==> src/rtl/asdf_mul.sv <==
// shared signed multiplier, 33 by 33 bits, product registered
// no package dependency
module asdf_mul (
   input  logic               clock,
   input  logic signed [32:0] mul_a,
   input  logic signed [32:0] mul_b,
   output logic signed [63:0] mul_p
);

   logic signed [65:0] full;
   logic signed [63:0] prod_ff;

   assign full = mul_a * mul_b;

   // one product a cycle
   always_ff @(posedge clock) begin
      prod_ff <= full[63:0];
   end

   assign mul_p = prod_ff;

endmodule

==> config.mk <==
export PLATFORM = sky130hd
export DESIGN_NAME = asdf_mul
export DESIGN_NICKNAME = d
export VERILOG_FILES = /design/src/rtl/asdf_mul.sv
export SDC_FILE = /design/constraint.sdc
export NUM_CORES = 2
export LEC_CHECK = 0
export ABC_AREA = 1
export BUFFER_PORTS_ARGS = -buffer_cell sky130_fd_sc_hd__buf_2
export CAP_MARGIN = 0
export CELL_PAD_IN_SITES_DETAIL_PLACEMENT = 1
export CELL_PAD_IN_SITES_GLOBAL_PLACEMENT = 2
export CORE_ASPECT_RATIO = 0.6
export CORE_MARGIN = 2
export CORE_UTILIZATION = 36
export DETAILED_ROUTE_END_ITERATION = 16
export GPL_TIMING_DRIVEN = 1
export PLACE_DENSITY_LB_ADDON = 0.3
export SYNTH_ARGS = -nofsm -noshare
export SYNTH_HDL_FRONTEND = slang
export SYNTH_SLANG_ARGS = --single-unit
export TNS_END_PERCENT = 30
==> constraint.sdc <==
create_clock -name clock -period 8.1 [get_ports clock]
set_input_delay 0.81 -clock clock [delete_from_list [all_inputs] [get_ports clock]]
set_output_delay 0.81 -clock clock [all_outputs]
set_load 0.01 [all_outputs]
==> results.yml <==
drt:
  via_count: 33100
  routed_wirelength_um: 152000
  drt_iter0_markers: 2022
  viasPerCell: 4.69
  drc_errors: 0
  dr.pass1.iters: 7
  ant_nets: 0
  drt-wirelength-per-cell_um: 21.5
setup_path:
  path_class: "input pin to flip-flop"
  cp_max_fo: 20
  cpMaxStageDelayCell: "fa_1"
  crit_path_start_kind: "input pin"
  critical_path_buf_inv_count: 8
  cp.required_ns: 8.35
  worstPathArrival_ns: 8.07
  crit_top_cell: "fa_1"
  end_kind: "flip-flop"
  cp_top_family: "adder cells"
  crit_path_max_incr_delay_ns: 0.66
grt:
  grt_start_max_net_pins: 34
  antenna_found_initial: 2
  grt_pass1_wl_um: 233000
  grtUsageTotal: 0.262
  first_global_vias: 37000
  overflow: 0
placed_design:
  place_worst_setup_slack_ns: -0.00933
  port_buffers: 130
  hpwl_um: 136000
  placed_cell_area_mm2: 0.0461
  place.gp.congestion: 0.914
outcome:
  status: "complete, no violations"
yosys:
  yosys_warnings: 0
  synthesis.nets: 6753
  synthDistinctLibCells: 32
  avgSynthCellArea_um2: 7.86
  synthCells: 5349
  ys_ff_latch: 64
  seq_area_frac_synth: 0.0305
  syn-cell-area_mm2: 0.0420
timing:
  setup_ws_ns: 0.279
  final_max_slew_viol_count: 0
  hold_viol: 0
  timing.final.crit_share: 0.966
  timing.final.crit_period_ns: 7.82
  fmax_mhz: 128
  worst_slew_pin_slew_ns: 0.841
  grt_setup_unrepaired: "no"
  relSlewSlack: 0.439
  setup_viol_count_final: 0
layout:
  design_area_mm2: 0.0464
  fill_cells: 14200
  area_growth_pct: 10.4
  antenna_cells: 0
  layout-drive-gt1-share: 0.0885
  nets: 6923
  final-seq-area_mm2: 0.00128
  largest_reg_flops: 64
  multiInputGateArea_mm2: 0.0330
cts:
  cts_inserted_buffers: 9
  cts_num_sinks: 64
  cts_tree: "yes"
  htree_levels: 3
  clkTransAtPathRegs_ns: 0.07
  cts_buffer_depth: 2
  post-cts-setup-buffers: 0
  ctsRootBufferMaster: "clkbuf_16"
die:
  num_io_pins: 131
  row_count: 97
  die_y_um: 269
  die_area_mm2: 0.120
  core_mm2: 0.116
  die_x_um: 445
  start_util: 0.362
min_path:
  hp-class: "input pin to flip-flop"
job:
  drv_cap: 0
cells in the mapped netlist, drive strengths merged:
cell       n  area (um^2)
nand3     72          390
nor4       1         12.5
inv     1799         6750
dfxtp     64         1280
xnor2      5         43.8
clkbuf   261          980
or2        6         37.5
fa      1125        22500
nand4     20          125
and3       1         6.26
ha       212         2650
o21ai     43          219
o21bai    18          135
nand2   1446         5470
a21oi     76          384
clkinv     1         3.75
o21a       1         7.51
buf        2         10.0
a21o       5         37.5
nor3      10         70.1
nand3b     2         15.0
xor2      31          272
nor2     148          613
cell usage in the layout, fill, tap and decap left out, drive strengths merged:
master	count
nor2	148
nor3	10
or2	6
nand3b	2
nand4	20
clkinvlp	1
dfxtp	64
buf	421
o21ai	43
o21a	1
clkinv	2
and3	1
nand3	72
ha	212
xor2	31
fa	1125
clkbuf	15
a21oi	76
xnor2	5
a21o	5
nor4	1
nand2	1446
inv	1799
o21bai	18
cell type report:
cell class,count,area share
Clock inverter,2,0.000269
Tap cell,1534,0.0413
Timing Repair Buffer,422,0.0683
Sequential cell,64,0.0276
Inverter,1800,0.146
Clock buffer,14,0.00590
Multi-Input combinational cell,3222,0.711
path summary, 6_finish.rpt:
path,startpoint,to,slack (ns),cells past startpoint
worst min-delay path,mul_b[0],mul_p[0],1.03,4
worst max-delay path,mul_a[18],mul_p[44],0.28,27
metal layers:
layer  part of all wire  up-vias  routed length, um  track usage
met5                  0        -                  0            0
met4              0.010        0               1510       0.0276
met3              0.072       74              10900       0.0488
met2               0.40      866              60900        0.380
met1               0.52    17300              78500        0.414
li1                   -    14900                  -            -
kinds of logic (layout without fill, tap and decap cells):
group / after synthesis / in the layout / synth area share
buffers and inverters: 2063 / 2238 / 0.184
adder cells (fa/ha/maj): 1337 / 1337 / 0.599
AND/OR/NAND/NOR: 1706 / 1706 / 0.160
XOR/XNOR: 36 / 36 / 0.00750
AO/OA/AOI/OAI: 143 / 143 / 0.0186
flip-flops: 64 / 64 / 0.0305
worst min-delay path, delay by kind of cell:
kind,cells,cell delay [ns]
buf+inv,3,0.47
simple gates,1,0.08
per-stage QoR:
stage / TNS [ns] / hold slack [ns] / std cells / utilization
finish: 0 / 1.03 / 7058 / 0.399
global route: 0 / 1.09 / 7058 / 0.399
CTS: 0 / 1.01 / 7058 / 0.399
detailed placement: -0.00933 / 1.20 / 7042 / 0.397
global placement: -0.0858 / 1.20 / 7042 / 0.397
floorplan: 0 / 1.07 / 5349 / -
repair_timing:
action / 4_1_cts / 5_1_grt
hold buffers: 0 / 0
endpoints found under the setup margin: 0 / 1
resized for setup: 0 / 1
Power is left out: the tool's default activity adds up to more than one toggle a clock period on the data nets, which glitch-free logic cannot reach.
