===== src/rtl/asdf_isqrt.sv =====
// iterative floor square root of a 64-bit value, one result bit a cycle
// no package dependency
module asdf_isqrt (
   input  logic        clock,
   input  logic        reset,
   input  logic        start,
   input  logic [63:0] radicand,
   output logic        done,
   output logic [31:0] root
);

   logic        run_ff, run_in;
   logic        done_ff, done_in;
   logic [4:0]  cnt_ff, cnt_in;
   logic [63:0] val_ff, val_in;
   logic [63:0] res_ff, res_in;
   logic [63:0] bit_ff, bit_in;
   logic [63:0] trial;

   // digit-by-digit step
   always_comb begin
      trial   = res_ff + bit_ff;
      run_in  = run_ff;
      done_in = 1'b0;
      cnt_in  = cnt_ff;
      val_in  = val_ff;
      res_in  = res_ff;
      bit_in  = bit_ff;
      if (start) begin
         run_in = 1'b1;
         cnt_in = '0;
         val_in = radicand;
         res_in = '0;
         bit_in = 64'h4000_0000_0000_0000;
      end else if (run_ff) begin
         if (val_ff >= trial) begin
            val_in = val_ff - trial;
            res_in = (res_ff >> 1) + bit_ff;
         end else begin
            res_in = res_ff >> 1;
         end
         bit_in = bit_ff >> 2;
         cnt_in = cnt_ff + 5'd1;
         if (cnt_ff == 5'd31) begin
            run_in  = 1'b0;
            done_in = 1'b1;
         end
      end
   end

   always_ff @(posedge clock) begin
      if (reset) begin
         run_ff  <= 1'b0;
         done_ff <= 1'b0;
      end else begin
         run_ff  <= run_in;
         done_ff <= done_in;
      end
      cnt_ff <= cnt_in;
      val_ff <= val_in;
      res_ff <= res_in;
      bit_ff <= bit_in;
   end

   assign done = done_ff;
   assign root = res_ff[31:0];

endmodule


===== config.mk =====
export PLATFORM = sky130hd
export DESIGN_NAME = asdf_isqrt
export DESIGN_NICKNAME = d
export VERILOG_FILES = /design/src/rtl/asdf_isqrt.sv
export SDC_FILE = /design/constraint.sdc
export NUM_CORES = 1
export LEC_CHECK = 0
export BUFFER_PORTS_ARGS = -buffer_cell sky130_fd_sc_hd__buf_2
export CORE_ASPECT_RATIO = 0.5
export CORE_MARGIN = 10
export CORE_UTILIZATION = 63
export CTS_CLUSTER_DIAMETER = 120
export DETAILED_ROUTE_END_ITERATION = 8
export PLACE_DENSITY_LB_ADDON = 0.2
export SETUP_SLACK_MARGIN = 0.5
export SYNTH_ARGS = -nofsm -noshare
export SYNTH_HDL_FRONTEND = slang
export SYNTH_SLANG_ARGS = --single-unit
export TNS_END_PERCENT = 20

===== constraint.sdc =====
create_clock -name clock -period 8.9 [get_ports clock]
set_clock_uncertainty 0.1 [all_clocks]
set_input_delay 2.225 -clock clock [delete_from_list [all_inputs] [get_ports clock]]
set_output_delay 2.225 -clock clock [all_outputs]
set_load 0.1 [all_outputs]

==> impl_metrics.yaml <==
status:
  status: "finished, final reports clean"
synth:
  syn-cell-area_sq_um: 15500
  synth_top_flop_cell: "dfxtp_1"
  avgSynthCellArea_sq_um: 7.84
  yosys_warnings: 0
  syn_nets: 2182
  ys_types: 80
  ys_seq_elements: 167
  synth-edff-count: 64
  postSynth.asyncResetShare_pct: 0
  synthCells: 1982
  synth_seq_area_share_pct: 25.7
cells_and_area:
  final_common_cell: "nand2_1"
  fin_area_sq_um: 16400
  final-seq-area_sq_um: 3990
  fill_cells: 2118
  diodes: 0
  drive_above_1_share_pct: 9.20
  multi_input_area_sq_um: 10700
  nets: 2166
  final_cell_mix: "nand2_1 (234), o21ai_0 (170), nor2_1 (170)"
  syn_to_final_growth_pct: 5.65
worst_setup_path:
  crit_chain: "ha_1 -> a211oi_1 -> a211oi_1 -> a21oi_1 -> o21ai_1 -> a31oi_1 -> o21ai_1 -> a211o_1 -> a31oi_1 -> o21bai_1 -> xnor2_1 -> ha_1 -> and4_1 -> nand2_1 -> o41ai_1 -> a21oi_1 -> o21ai_1 -> a221o_1 -> or2_1 -> buf_4 -> nand2_1 -> nand2_2 -> buf_4"
  crit_start: "res_ff[4]"
  crit_path_max_incr_delay_ns: 0.50
  required_ns: 8.89
  critPathMostFrequentCell: "o21ai_1"
  r2r_start: "res_ff[4]"
  cp_slowest_cell: "a31oi_1"
  worstSetupEndpointType: "flop"
  critPathKind: "reg2reg"
  cp.arrival_ns: 7.12
  crit_fanout: 50
  cp_top_family: "compound AO/OA/AOI/OAI gates"
  path_buf_inv: 2
  start_kind: "flop"
clock_network:
  cts.htree.levels: 4
  clk_latency_ns: 0.45
  cts_made_buffers: 17
  clock_tree.root_cell: "clkbuf_16"
  cts_tree: "yes"
  clk_pin_slew_ns: 0.07
  hold_buffers: 0
  cts_setup_buffers: 0
  cts_sinks: 167
  cts.repair.resized: 0
  cts.path.max_buffers: 2
grt:
  first_global_vias: 13600
  antenna_found_initial: 0
  gr-total-overflow: 0
  grtUsageTotal_pct: 26.5
  grt_pass1_wl_um: 69600
  grt_start_max_net_pins: 114
job:
  cap_violations: 0
floorplan:
  die_w_um: 242
  row_count: 40
  pin_count: 100
  die_area_sq_um: 31700
  start_util_pct: 64.4
  die_y_um: 131
  core_area_sq_um: 24100
pwr:
  peakVddDrop_v: 0.000184
  p_per_area_nw_per_um2: 281
  p_leak_nw: 6.46
timing:
  slew_viol_final: 0
  hold_viol_final: 0
  rsz0062_at_grt: "no"
  max_slew.worst_pin.slew_ns: 0.916
  max_freq_mhz: 140
  slew_headroom_pct: 38.3
  setup-tns-final_ns: 0
  fin_crit_ns: 7.14
  setup_viol: 0
  min_period_over_period_pct: 80.2
place:
  placed_area_sq_um: 15900
  gp_congestion: 0.993
  dp_hpwl_um: 32200
  io_buffers: 99
drt:
  post_drt_wl_per_cell_um: 18.7
  ant_nets: 0
  drc_errors: 0
  wl_um: 43300
  routed_via_density: 6.44
  drt_iter0_markers: 1500
  firstDrtPassIters: 8
  vias: 14900
hold_path:
  hold_class: "reg2reg"
  min-delay-start: "cnt_ff[4]"
[sequential cells by signal, indices dropped and copies added (netlist names)]
register	cells
val_ff	64
done	1
res_ff	64
run_ff	1
bit_ff	32
cnt_ff	5
[final timing paths]
kind,end,slack [ns],cells after the start
worst max-delay path,val_ff[34],1.76,23
worst min register to register,cnt_ff[4],0.41,2
worst max register to register,val_ff[34],1.76,23
worst min-delay path,cnt_ff[4],0.41,2
[stage by stage]
step	setup WS (ns)	power, W	cells	util (%)	hold WS (ns)
final	1.76	0.00461	2315	68.0	0.408
after global placement	2.16	0.00381	2283	65.8	0.380
after global routing	1.20	0.00493	2315	68.0	0.457
after floorplan	2.17	0.00326	1982	-	0.367
after detailed placement	1.90	0.00383	2283	65.8	0.398
after CTS	1.88	0.00456	2315	68.0	0.415
[cell usage after synthesis, drive strengths merged (21+ instances only)]
cell | instances | area share (%)
xor2 | 73 | 4.1
nor2 | 171 | 4.1
a311oi | 21 | 1.2
nor3 | 37 | 1.2
o21bai | 30 | 1.5
dfxtp | 103 | 13
buf | 47 | 2.0
a21o | 36 | 1.7
inv | 46 | 1.1
a211oi | 26 | 1.3
nand2 | 235 | 5.7
a31oi | 63 | 2.6
o21a | 27 | 1.3
ha | 132 | 11
edfxtp | 64 | 12
nand3 | 36 | 1.2
clkbuf | 97 | 2.3
o21ai | 179 | 5.8
a21oi | 137 | 4.4
nand4 | 52 | 2.1
xnor2 | 77 | 4.3
mux2i | 50 | 3.2
[logic make-up (layout without fill, tap and decap cells)]
kind of cell               after synthesis  after routing  share of synthesized area [%]
AOI/OAI and AO/OA                      642            642                           26.9
xor gates and xnor gates               150            150                           8.46
adders and majority gates              133            133                           10.8
buffers and inverters                  190            187                           5.45
DFF                                    167            167                           25.7
muxes                                   54             54                           3.51
and+or+nand+nor                        646            646                           19.3
[report_power, final]
group / internal [W] / leakage (nW) / switching [W]
clock: 0.000380 / 0.275 / 0.000335
sequential: 0.00103 / 1.49 / 0.000152
combinational: 0.000992 / 4.70 / 0.00172
[area by class of cell]
class | instances | area share (%)
multi-input combinational | 1625 | 65.3
sequential | 167 | 24.3
timing repair buffer | 109 | 3.52
clock buffer | 22 | 2.89
tap | 336 | 2.56
inverter | 46 | 1.05
clock inverter | 10 | 0.412
[routing by layer]
metal,vias to the layer above,wire (um),track usage (%)
li1,7284,-,-
met4,0,835,8.01
met1,6971,19800,35.4
met5,-,0,0
met3,76,3560,5.13
met2,583,19100,43.1
[tightest hold or removal path, stage by stage (launching register included)]
cell and delay (ns):
dfxtp_1 0.33, mux2i_1 0.07, nor2_1 0.07
Note: power is estimated with default switching activity, not from simulation.
