**src/rtl/asdf_div.sv**
```systemverilog
// iterative unsigned divider, 64 by 64 bits, one quotient bit a cycle
// no package dependency
module asdf_div (
   input  logic        clock,
   input  logic        reset,
   input  logic        start,
   input  logic [63:0] dividend,
   input  logic [63:0] divisor,
   output logic        done,
   output logic [63:0] quotient
);

   logic        run_ff, run_in;
   logic        done_ff, done_in;
   logic [5:0]  cnt_ff, cnt_in;
   logic [64:0] rem_ff, rem_in;
   logic [63:0] quo_ff, quo_in;
   logic [63:0] dvs_ff, dvs_in;
   logic [64:0] rem_sh;

   // restoring step
   always_comb begin
      rem_sh  = {rem_ff[63:0], quo_ff[63]};
      run_in  = run_ff;
      done_in = 1'b0;
      cnt_in  = cnt_ff;
      rem_in  = rem_ff;
      quo_in  = quo_ff;
      dvs_in  = dvs_ff;
      if (start) begin
         run_in = 1'b1;
         cnt_in = '0;
         rem_in = '0;
         quo_in = dividend;
         dvs_in = divisor;
      end else if (run_ff) begin
         if (rem_sh >= {1'b0, dvs_ff}) begin
            rem_in = rem_sh - {1'b0, dvs_ff};
            quo_in = {quo_ff[62:0], 1'b1};
         end else begin
            rem_in = rem_sh;
            quo_in = {quo_ff[62:0], 1'b0};
         end
         cnt_in = cnt_ff + 6'd1;
         if (cnt_ff == 6'd63) begin
            run_in  = 1'b0;
            done_in = 1'b1;
         end
      end
   end

   always_ff @(posedge clock) begin
      if (reset) begin
         run_ff  <= 1'b0;
         done_ff <= 1'b0;
      end else begin
         run_ff  <= run_in;
         done_ff <= done_in;
      end
      cnt_ff <= cnt_in;
      rem_ff <= rem_in;
      quo_ff <= quo_in;
      dvs_ff <= dvs_in;
   end

   assign done     = done_ff;
   assign quotient = quo_ff;

endmodule

```
**config.mk**
```make
export PLATFORM = sky130hd
export DESIGN_NAME = asdf_div
export DESIGN_NICKNAME = d
export VERILOG_FILES = /design/src/rtl/asdf_div.sv
export SDC_FILE = /design/constraint.sdc
export NUM_CORES = 1
export LEC_CHECK = 0
export BUFFER_PORTS_ARGS = -buffer_cell sky130_fd_sc_hd__buf_2
export CAP_MARGIN = 20
export CORE_ASPECT_RATIO = 1.2
export CORE_MARGIN = 2
export CORE_UTILIZATION = 58
export DETAILED_ROUTE_END_ITERATION = 10
export PLACE_DENSITY = 0.82
export SLEW_MARGIN = 20
export SYNTH_ARGS = -nofsm -noshare
export SYNTH_HDL_FRONTEND = slang
export SYNTH_SLANG_ARGS = --single-unit
```
**constraint.sdc**
```tcl
create_clock -name clock -period 4.07 [get_ports clock]
set_input_delay 0.2035 -clock clock [delete_from_list [all_inputs] [get_ports clock]]
set_output_delay 0.2035 -clock clock [all_outputs]
set_load 0.005 [all_outputs]
```
==> qor.yml <==
run_status: "completed"
report.final.hold_viol_count: 0
end_kind: "register"
most-common-layout-cells: "sky130_fd_sc_hd__buf_2 (194), sky130_fd_sc_hd__edfxtp_1 (128), sky130_fd_sc_hd__nor2_1 (107), sky130_fd_sc_hd__a21oi_1 (92), sky130_fd_sc_hd__inv_1 (80)"
static-leakage-power_uw: 0.006093
path_class: "reg -> reg"
tritoncts.num_buffers: 17
synth_fp_nets: 1413
timing.critical_path.fanout_max: 6
p_seq_frac: 0.419
root_buffer: "sky130_fd_sc_hd__clkbuf_16"
detail_route.wirelength_mm: 29.68
antenna_left: 0
max_freq_ghz: 0.2617
initial_core_util: 0.5949
die_area_um2: 22020
mapped_cells: 1216
postSynthRegisterBits: 200
hp-class: "in -> reg"
yosys_most_used_dff: "sky130_fd_sc_hd__edfxtp_1"
final_nets: 1636
die_w_um: 135.8
area.growth.synth_to_final_pct: 19.83
core_area_um2: 20330
synth.cell_area_um2: 12090
detailedRoute.firstPassIterationCount: 7
worst_skew_pair.late_latency_ps: 450
post_cts.repair.setup_buffers: 0
fin_worst_skew_ps: 13.09
startpoint_types: "register"
ys.warnings.count: 0
fin_crit_sh: 0.9389
timing.rr.start: "quotient[63]$_DFFE_PP_"
cts.sinks: 200
drtIter0Drc: 886
timing.max_slew.rel_slack: 0.4009
worstMarginPinSlew_ps: 898.6
placer_congestion: 0.9710
rr_endpoint: "rem_ff[62]$_SDFFE_PP0P_"
worstRegToRegCells: 13
worstSetupEndpoint: "rem_ff[62]$_SDFFE_PP0P_"
cellInternalPower_uw: 3992
cp_data_required_time_ps: 4430
dp_hpwl_mm: 21.39
final_layout_size_suffix_gt1_frac: 0.2238
rrSetupSlack_ps: 250
synth.yosys.seq_area_share: 0.4371
stdcell_count: 1717
grt_overflow_total: 0
antenna_found_initial: 0
port-buffer-count: 195
ys_async_sr_fraction: 0
num_antenna_cells: 0
synth_edf_count: 128
startpoint: "quotient[63]$_DFFE_PP_"
detail_route.wl_per_cell_um: 17.29
num_io_pins: 196
detail_route.vias_per_cell: 5.909
row_count: 57
maxCapViolations: 0
vias: 10150
pin_count_of_the_biggest_net_entering_global_routing: 113
tritoncts: "done"
max-clock-path-buffers: 2
final_max_slew_viol_count: 0
placedCellCount: 1620
clk_pwr_share: 0.305
p_sw_uw: 1964
p_comb_frac: 0.277
grt_usage: 0.2721
setup_total_negative_slack_ps: 0
leading_cell_type_in_the_layout_fill_and_taps_excluded: "sky130_fd_sc_hd__buf_2"
grt_first_pass_wirelength_mm: 48.24
peak_supply_drop_v: 0.0003083
ctsHtreeMaxLevel: 4
net_switching_share_of_the_total_power: 0.3298
finalCriticalPeriod_ps: 3821
powerDensity_nw_per_um2: 411.1
syn_area_per_cell_um2: 9.944
worst_path_arrival_ps: 4180
clkTransAtPathRegs_ps: 90
remaining_drc_errors: 0
via_count_of_the_first_global_routing_pass: 10090
rsz0062_at_grt: "false"
final-setup-viol-count: 0
chipHeight_um: 162.2
synth_cell_types: 74
==> worst max-delay path, stage by stage (launching register included) <==
cell and delay, ps:
sky130_fd_sc_hd__edfxtp_1 350, sky130_fd_sc_hd__inv_1 60, sky130_fd_sc_hd__ha_1 220, sky130_fd_sc_hd__fa_1 410
sky130_fd_sc_hd__nor2b_1 190, sky130_fd_sc_hd__o21bai_1 120, sky130_fd_sc_hd__a21oi_1 380, sky130_fd_sc_hd__a21oi_1 190
sky130_fd_sc_hd__nor3_1 360, sky130_fd_sc_hd__nor2_1 230, sky130_fd_sc_hd__o41ai_1 640, sky130_fd_sc_hd__a31oi_1 200
sky130_fd_sc_hd__xor2_1 190, sky130_fd_sc_hd__o31ai_1 220
==> synth_stat cells (4+ instances only) <==
| master | n | share of area |
|---|---|---|
| sky130_fd_sc_hd__edfxtp_1 | 128 | 0.32 |
| sky130_fd_sc_hd__nor2_1 | 107 | 0.033 |
| sky130_fd_sc_hd__a21oi_1 | 92 | 0.038 |
| sky130_fd_sc_hd__inv_1 | 80 | 0.025 |
| sky130_fd_sc_hd__nand2_1 | 79 | 0.025 |
| sky130_fd_sc_hd__dfxtp_1 | 72 | 0.12 |
| sky130_fd_sc_hd__mux2_2 | 66 | 0.061 |
| sky130_fd_sc_hd__ha_1 | 65 | 0.067 |
| sky130_fd_sc_hd__a211oi_1 | 54 | 0.034 |
| sky130_fd_sc_hd__mux2i_1 | 50 | 0.041 |
| sky130_fd_sc_hd__clkbuf_1 | 48 | 0.015 |
| sky130_fd_sc_hd__o21ai_0 | 41 | 0.017 |
| sky130_fd_sc_hd__xnor2_1 | 35 | 0.025 |
| sky130_fd_sc_hd__a21o_1 | 26 | 0.016 |
| sky130_fd_sc_hd__xor2_1 | 26 | 0.019 |
| sky130_fd_sc_hd__nand3_1 | 22 | 0.0091 |
| sky130_fd_sc_hd__nand4_1 | 22 | 0.011 |
| sky130_fd_sc_hd__nor3_1 | 17 | 0.0070 |
| sky130_fd_sc_hd__o21bai_1 | 15 | 0.0093 |
| sky130_fd_sc_hd__a31oi_1 | 12 | 0.0062 |
| sky130_fd_sc_hd__and3_1 | 11 | 0.0057 |
| sky130_fd_sc_hd__a311oi_1 | 8 | 0.0058 |
| sky130_fd_sc_hd__nand2b_1 | 8 | 0.0041 |
| sky130_fd_sc_hd__nor2b_1 | 8 | 0.0041 |
| sky130_fd_sc_hd__o21ai_1 | 8 | 0.0033 |
| sky130_fd_sc_hd__o31ai_1 | 8 | 0.0050 |
| sky130_fd_sc_hd__and2_1 | 7 | 0.0036 |
| sky130_fd_sc_hd__buf_2 | 7 | 0.0029 |
| sky130_fd_sc_hd__nor3b_1 | 6 | 0.0037 |
| sky130_fd_sc_hd__o211ai_1 | 5 | 0.0031 |
| sky130_fd_sc_hd__or2_2 | 5 | 0.0026 |
| sky130_fd_sc_hd__buf_8 | 4 | 0.0050 |
| sky130_fd_sc_hd__nor4_1 | 4 | 0.0021 |
| sky130_fd_sc_hd__o221ai_1 | 4 | 0.0029 |
| sky130_fd_sc_hd__or3_1 | 4 | 0.0021 |
==> through the flow <==
stage               hold slack, ps  area [µm²]  total power [µW]    util  worst slack (ps)
finish                       46.89       14490              5956  0.7128             248.9
global route                 41.93       14490              6241  0.7128             54.65
CTS                          46.14       14490              5961  0.7128             323.0
detailed placement           380.9       13200              4103  0.6492             371.1
global placement             373.8       13200              4062  0.6492             460.4
floorplan                    275.9       12090              3674       -              1016
==> worst min-delay path by stage <==
stage | start | end | slack [ps] | cells after the start
6_report | dividend[19] | quotient[19]$_DFFE_PP_ | 50 | 2
4_1_cts | dividend[18] | quotient[18]$_DFFE_PP_ | 50 | 2
5_1_grt | dividend[5] | quotient[5]$_DFFE_PP_ | 40 | 2
3_5_place_dp | reset | run_ff$_SDFF_PP0_ | 380 | 2
2_1_floorplan | reset | run_ff$_SDFF_PP0_ | 280 | 1
3_3_place_gp | reset | run_ff$_SDFF_PP0_ | 370 | 2
==> sequential cells by signal, indices dropped and copies added, names as in the netlist <==
signal and cells:
done 1, quotient 64, dvs_ff 64, run_ff 1, rem_ff 64, cnt_ff 6
==> area by class of cell <==
cell class              instances  area [µm²]
well taps                     265       331.6
fillers                      1525        5837
inverters                      81       304.0
flip-flops and latches        200        5289
repair buffers                270        1733
clock buffers                  17       425.4
multi-input cells             869        6188
clock inverters                15       217.7
==> logic make-up (layout without fill, tap and decap cells) <==
kind of cell | count (synthesis) | count (layout) | synth area share
adder cells (fa/ha/maj) | 66 | 66 | 0.06892
flip-flops | 200 | 200 | 0.4371
multiplexers | 116 | 116 | 0.1029
XOR/XNOR | 61 | 61 | 0.04418
buffers and inverters | 147 | 383 | 0.05163
AND/OR/NAND/NOR | 313 | 313 | 0.1240
AO/OA/AOI/OAI | 313 | 313 | 0.1714
==> metal layers <==
metal	vias to the layer above	GRT usage	part of all wire
li1	4917	-	-
met1	4795	0.3260	0.42
met2	372	0.4922	0.51
met3	61	0.05181	0.056
met4	0	0.08239	0.022
met5	-	0	0
==> what timing repair did <==
action                                 in CTS  in global routing
hold buffers                               65                  0
endpoints found under the hold margin      66                  0
resized for setup                           0                  0
==> power groups by stage <==
stage / Sequential [µW] / Combinational (µW) / Clock [µW]
after floorplan: 2500 / 1180 / 0
after global placement: 2530 / 1540 / 0
after detailed placement: 2530 / 1570 / 0
after CTS: 2490 / 1630 / 1840
after global routing: 2520 / 1810 / 1920
final: 2490 / 1650 / 1820
No activity file was read; power rests on OpenSTA's default activity.
