## config.mk

```make
export PLATFORM = sky130hd
export DESIGN_NAME = asdf_store
export DESIGN_NICKNAME = d
export VERILOG_FILES = /design/src/rtl/asdf_pkg.sv /design/src/rtl/asdf_store.sv
export SDC_FILE = /design/constraint.sdc
export NUM_CORES = 2
export LEC_CHECK = 0
export BUFFER_PORTS_ARGS = -buffer_cell sky130_fd_sc_hd__buf_4
export CAP_MARGIN = 20
export CORE_ASPECT_RATIO = 0.8
export CORE_UTILIZATION = 38
export DETAILED_ROUTE_END_ITERATION = 10
export PLACE_DENSITY_LB_ADDON = 0.25
export SLEW_MARGIN = 30
export SYNTH_ARGS = -nofsm -noshare
export SYNTH_HDL_FRONTEND = slang
export SYNTH_SLANG_ARGS = --single-unit
```

## constraint.sdc

```tcl
create_clock -name clock -period 13.15 [get_ports clock]
set_input_delay 1.315 -clock clock [delete_from_list [all_inputs] [get_ports clock]]
set_output_delay 1.315 -clock clock [all_outputs]
set_load 0.005 [all_outputs]
```

## src/rtl/asdf_pkg.sv

```systemverilog
// package for the analytic sdf union unit: sizes, codes, sequencer states
// and the structs passed between the sequencer, the store and the top level
// depends on nothing
package asdf_pkg;

   // table size and fixed-point format
   localparam int MAX_PRIMITIVES = 8;
   localparam int FRAC_BITS      = 16;
   localparam int ROT_WORDS      = 9;
   localparam int ENTRY_W        = (MAX_PRIMITIVES > 1) ? $clog2(MAX_PRIMITIVES) : 1;
   localparam int CNT_W          = $clog2(MAX_PRIMITIVES + 1);
   localparam int ROT_AW         = $clog2(MAX_PRIMITIVES * ROT_WORDS);

   // request types
   localparam logic [1:0] REQ_LOAD_POSE = 2'd0;
   localparam logic [1:0] REQ_LOAD_QUAT = 2'd1;
   localparam logic [1:0] REQ_LOAD_SIZE = 2'd2;
   localparam logic [1:0] REQ_QUERY     = 2'd3;

   // shape kinds
   localparam logic [2:0] KIND_RBOX     = 3'd0;
   localparam logic [2:0] KIND_BOX      = 3'd1;
   localparam logic [2:0] KIND_CYLINDER = 3'd2;
   localparam logic [2:0] KIND_CAPSULE  = 3'd3;
   localparam logic [2:0] KIND_SPHERE   = 3'd4;

   // result status
   localparam logic [1:0] STAT_OK      = 2'd0;
   localparam logic [1:0] STAT_EMPTY   = 2'd1;
   localparam logic [1:0] STAT_BADKIND = 2'd2;

   typedef enum logic [4:0] {
      ST_IDLE,
      ST_QSCALE,
      ST_QSQ_MUL,
      ST_QSQ_ACC,
      ST_QPR_MUL,
      ST_QPR_DIV,
      ST_QPR_WAIT,
      ST_QWR,
      ST_PRIM,
      ST_DIFF,
      ST_ROT_RD,
      ST_ROT_MUL,
      ST_ROT_ACC,
      ST_SHAPE,
      ST_SHAPE2,
      ST_N_SHIFT,
      ST_N_MUL,
      ST_N_ACC,
      ST_N_ROOT,
      ST_N_WAIT,
      ST_CYL1,
      ST_CYL2,
      ST_FIN,
      ST_BEST,
      ST_DONE
   } asdf_state_type;

   // store write controls
   typedef struct packed {
      logic                    pose_we;
      logic                    size_we;
      logic                    rot_we;
      logic [ENTRY_W-1:0]      entry;
      logic [2:0]              kind;
      logic [3:0][31:0]        words;
      logic [ROT_AW-1:0]       rot_addr;
      logic [31:0]             rot_data;
   } store_wr_type;

   // store read data
   typedef struct packed {
      logic [MAX_PRIMITIVES-1:0][2:0] kinds;
      logic [2:0][31:0]               trans;
      logic [3:0][31:0]               sizes;
      logic [31:0]                    rot;
   } store_rd_type;

   // finished result from the sequencer
   typedef struct packed {
      logic               valid;
      logic signed [31:0] distance;
      logic [1:0]         status;
   } result_type;

endpackage

```

## src/rtl/asdf_store.sv

```systemverilog
// primitive table: kinds in flops, translation and size rows and the
// rotation words in memories with registered reads; uses asdf_pkg
module asdf_store
   import asdf_pkg::*;
(
   input  logic               clock,
   input  store_wr_type       wr,
   input  logic [ENTRY_W-1:0] rd_entry,
   input  logic [ROT_AW-1:0]  rot_raddr,
   output store_rd_type       rd
);

   logic [MAX_PRIMITIVES-1:0][2:0] kind_ff;
   logic [2:0][31:0]               trans_mem [MAX_PRIMITIVES];
   logic [3:0][31:0]               size_mem  [MAX_PRIMITIVES];
   logic [31:0]                    rot_mem   [MAX_PRIMITIVES * ROT_WORDS];
   logic [2:0][31:0]               trans_ff;
   logic [3:0][31:0]               size_ff;
   logic [31:0]                    rot_ff;

   // writes
   always_ff @(posedge clock) begin
      if (wr.pose_we) begin
         kind_ff[wr.entry]   <= wr.kind;
         trans_mem[wr.entry] <= wr.words[2:0];
      end
      if (wr.size_we) begin
         size_mem[wr.entry] <= wr.words;
      end
      if (wr.rot_we) begin
         rot_mem[wr.rot_addr] <= wr.rot_data;
      end
   end

   // registered reads
   always_ff @(posedge clock) begin
      trans_ff <= trans_mem[rd_entry];
      size_ff  <= size_mem[rd_entry];
      rot_ff   <= rot_mem[rot_raddr];
   end

   assign rd.kinds = kind_ff;
   assign rd.trans = trans_ff;
   assign rd.sizes = size_ff;
   assign rd.rot   = rot_ff;

endmodule

```

==> results.toml <==
[status]
outcome = "finished, final reports clean"

[clock_tree]
htree_levels = 5
clock_tree_root = "sky130_fd_sc_hd__clkbuf_16"
path_clk_slew_ns = 0.07
cts_setup_buffers = 0
clock-sinks = 4376
cts_buffers = 420
clock_tree_from_tritoncts = "yes"
ctsResizeCount = 0
cts_hold_buf = 0
clk-insertion-delay-late_ns = 0.97
clock_path_buffers = 4

[critical_path]
critPathLaunchType = "primary input"
r2r_setup_slk_ns = 10.62
slowest_delay_ns = 0.65
worst_ep_required_time_ns = 13.97
critPathTopFamily = "buffers and inverters"
critical_path_peak_fanout = 85
worstReg2RegEnd = "rot_ff[24]$_DFF_P_"
worstSetupStartpoint = "rot_raddr[0]"
worst_r2r_path_depth = 4
critical_path.reg2reg.startpoint = "rot_mem[35][24]$_DFFE_PP_"
cp_common_cell = "sky130_fd_sc_hd__buf_4"
crit_chain = "buf_8 -> buf_12 -> buf_4 -> buf_4 -> mux4_2 -> mux2i_1 -> nand2_1 -> nand4_1 -> o311ai_0"
slowest_stage = "sky130_fd_sc_hd__buf_4"
setup.worst_path.class = "primary input to flop"
worstPathArrival_ns = 5.47
crit_path_end_kind = "flop"
worst-path-buf-inv = 4

[logic_synthesis]
yosys_register_bits = 4376
yosysSeqAreaShare = 0.799
synth_top_family_by_area = "multiplexers"
syn-mean-instance-area_sq_um = 24.4
synth.distinct_cells = 55
async_reset_ff_frac = 0
synthSimpleGateAreaFrac = 0.00749
synth_top_cells_by_area = "sky130_fd_sc_hd__edfxtp_1 77%, sky130_fd_sc_hd__mux4_2 15%, sky130_fd_sc_hd__dfxtp_1 3.2%"
synth_top_area_cell = "sky130_fd_sc_hd__edfxtp_1"
ys_dominant_reg_cell = "sky130_fd_sc_hd__edfxtp_1"
post_synth_mux_area_share = 0.175
synth.yosys.warnings = 0
synth.cell_area_sq_mm = 0.161
synth_nets = 6793
synth_compound_gate_area_share = 0.00775
yosys.area_share.xor_xnor = 0
synth_largest_type_area_fraction = 0.767
number_of_enable_flip_flop_cells_after_synthesis = 4120
syn_inst = 6606
post_synth_fa_ha_maj_area_fraction = 0

[place]
dp.cells = 12519
io_buffer_count = 466
dp_hpwl_microns = 223000
gp_congestion = 0.766

[grt]
globalRouteMet3Util = 0.0343
met2_usage = 0.306
grt_first_pass_wirelength_microns = 583000
global_route.usage.met1 = 0.281
gr-usage-all-layers = 0.192
grt_start_max_net_pins = 136
grt_antenna_before_repair = 40
grt.overflow.total = 0
grt-busiest-layer = "met2"
first_global_vias = 74248

[sta]
final.setup.tns_ns = 0
layout_worst_path_cycle_share = 0.353
final-setup-viol-count = 0
tightest_slew_ns = 1.05
max_freq_ghz = 0.215
rsz0062_at_grt = "false"
relSlewSlack = 0.297
hold_viol_final = 0
final_period_minus_worst_setup_slack_ns = 4.65
fin_skew_ns = 0.0745
number_of_max_slew_violations_in_the_final_report = 0

[routing]
initialDrtViolationCount = 8236
detailedRoute.firstPassIterationCount = 5
route.detailed.drc = 0
dr_vias = 74191
routed_via_density = 5.57
routed_wirelength_microns = 421000
routed_wire_length_per_instance_microns = 31.6
number_of_nets_with_antenna_violations_after_routing = 0

[hold_path]
capture_endpoint_of_the_worst_hold_path = "size_mem[4][117]$_DFFE_PP_"
holdCritPathClass = "primary input to flop"
hold_path_startpoint = "wr[156]"
hold_path_depth = 1

[layout]
drive_gt1_frac = 0.345
num-nets-final = 7543
layoutNonFillerInstCount = 13326
final_util = 0.442
syn_to_final_growth_pct = 15.6
filler_cell_count = 35173

[floorplan]
floorplan.die.height_microns = 585
io_pins = 467
num_rows = 213
floorplan.initialDensity = 0.383
design.core.area_sq_mm = 0.422
floorplan.die_area_sq_mm = 0.427
die_w_microns = 730

[power_and_ir_drop]
power_per_cell_area_mw_per_mm2 = 157
leakage_nw = 58.8
p_total_mw = 29.3
vdd.ir_drop.worst_mv = 0.122

[job]
max_cap_viol_count = 0
final cells by class:
| type | instances | area [sq um] | share of cell area |
|---|---|---|---|
| clock buffer | 568 | 11400 | 0.0612 |
| multi-input combinational | 1904 | 31300 | 0.168 |
| timing repair buffer | 649 | 5320 | 0.0285 |
| tap | 5590 | 6990 | 0.0375 |
| clock inverter | 216 | 2440 | 0.0131 |
| sequential | 4376 | 129000 | 0.691 |
| antenna | 18 | 45.0 | 0.000242 |
| inverter | 5 | 21.3 | 0.000114 |
flip-flops by register name, indices dropped and copies added, names as in the netlist:
signal / count
size_mem: 1024
trans_mem: 768
rd: 248
rot_ff: 32
rot_mem: 2304
logic make-up after synthesis:
logic type / count (synthesis)
compound gates: 176
buf+inv: 326
simple gates: 268
mux: 1460
flops: 4376
placed cells by master, fill, tap and decap left out, types with 38 or more instances in the layout:
| cell | n |
|---|---|
| sky130_fd_sc_hd__clkbuf_16 | 420 |
| sky130_fd_sc_hd__edfxtp_1 | 4120 |
| sky130_fd_sc_hd__clkinv_2 | 75 |
| sky130_fd_sc_hd__nor2_4 | 81 |
| sky130_fd_sc_hd__a22oi_1 | 40 |
| sky130_fd_sc_hd__mux2_2 | 259 |
| sky130_fd_sc_hd__mux4_2 | 1041 |
| sky130_fd_sc_hd__bufinv_16 | 38 |
| sky130_fd_sc_hd__dfxtp_1 | 256 |
| sky130_fd_sc_hd__mux2i_1 | 145 |
| sky130_fd_sc_hd__nand2_1 | 57 |
| sky130_fd_sc_hd__clkinv_1 | 53 |
| sky130_fd_sc_hd__clkbuf_1 | 113 |
| sky130_fd_sc_hd__buf_4 | 609 |
| sky130_fd_sc_hd__nand3_1 | 41 |
metal layers:
layer | share of wire | wire [microns]
met4 | 0.019 | 8150
met2 | 0.47 | 199000
met3 | 0.077 | 32500
met1 | 0.43 | 181000
met5 | 0.00029 | 120
Yosys cell counts, types with 15 or more instances:
| cell type | number |
|---|---|
| sky130_fd_sc_hd__edfxtp_1 | 4120 |
| sky130_fd_sc_hd__mux4_2 | 1041 |
| sky130_fd_sc_hd__mux2_2 | 259 |
| sky130_fd_sc_hd__dfxtp_1 | 256 |
| sky130_fd_sc_hd__mux2i_1 | 145 |
| sky130_fd_sc_hd__buf_2 | 121 |
| sky130_fd_sc_hd__clkbuf_1 | 106 |
| sky130_fd_sc_hd__nor2_1 | 106 |
| sky130_fd_sc_hd__nand2_1 | 57 |
| sky130_fd_sc_hd__buf_4 | 51 |
| sky130_fd_sc_hd__nand3_1 | 41 |
| sky130_fd_sc_hd__a22oi_1 | 40 |
| sky130_fd_sc_hd__a21oi_1 | 23 |
| sky130_fd_sc_hd__buf_1 | 20 |
| sky130_fd_sc_hd__buf_6 | 19 |
| sky130_fd_sc_hd__o22ai_1 | 18 |
| sky130_fd_sc_hd__o21ai_0 | 16 |
| sky130_fd_sc_hd__a221oi_1 | 15 |
| sky130_fd_sc_hd__mux4_1 | 15 |
where the power goes:
| group | leakage, nW | internal (mW) | switching, mW |
|---|---|---|---|
| combinational | 12.7 | 0.630 | 0.847 |
| clock | 6.75 | 6.88 | 5.26 |
| sequential | 39.4 | 15.5 | 0.134 |
through the flow:
stage	area, sq um	setup slack (ns)	hold WS, ns
3_3_place_gp	172000	7.17	0.661
2_1_floorplan	161000	2.23	0.657
6_report	186000	8.50	0.554
3_5_place_dp	172000	7.44	0.668
5_1_grt	186000	8.08	0.487
4_1_cts	186000	8.47	0.456
worst max-delay path by stage:
| stage | to | slack [ns] | depth (start not counted) |
|---|---|---|---|
| finish | rot_ff[10]$_DFF_P_ | 8.50 | 9 |
| detailed placement | rot_ff[10]$_DFF_P_ | 7.44 | 9 |
| floorplan | size_mem[0][0]$_DFFE_PP_ | 2.23 | 1 |
| global placement | rot_ff[5]$_DFF_P_ | 7.17 | 8 |
| CTS | rot_ff[7]$_DFF_P_ | 8.47 | 9 |
| global route | rot_ff[10]$_DFF_P_ | 8.08 | 9 |
(Power assumes the default switching activity.)
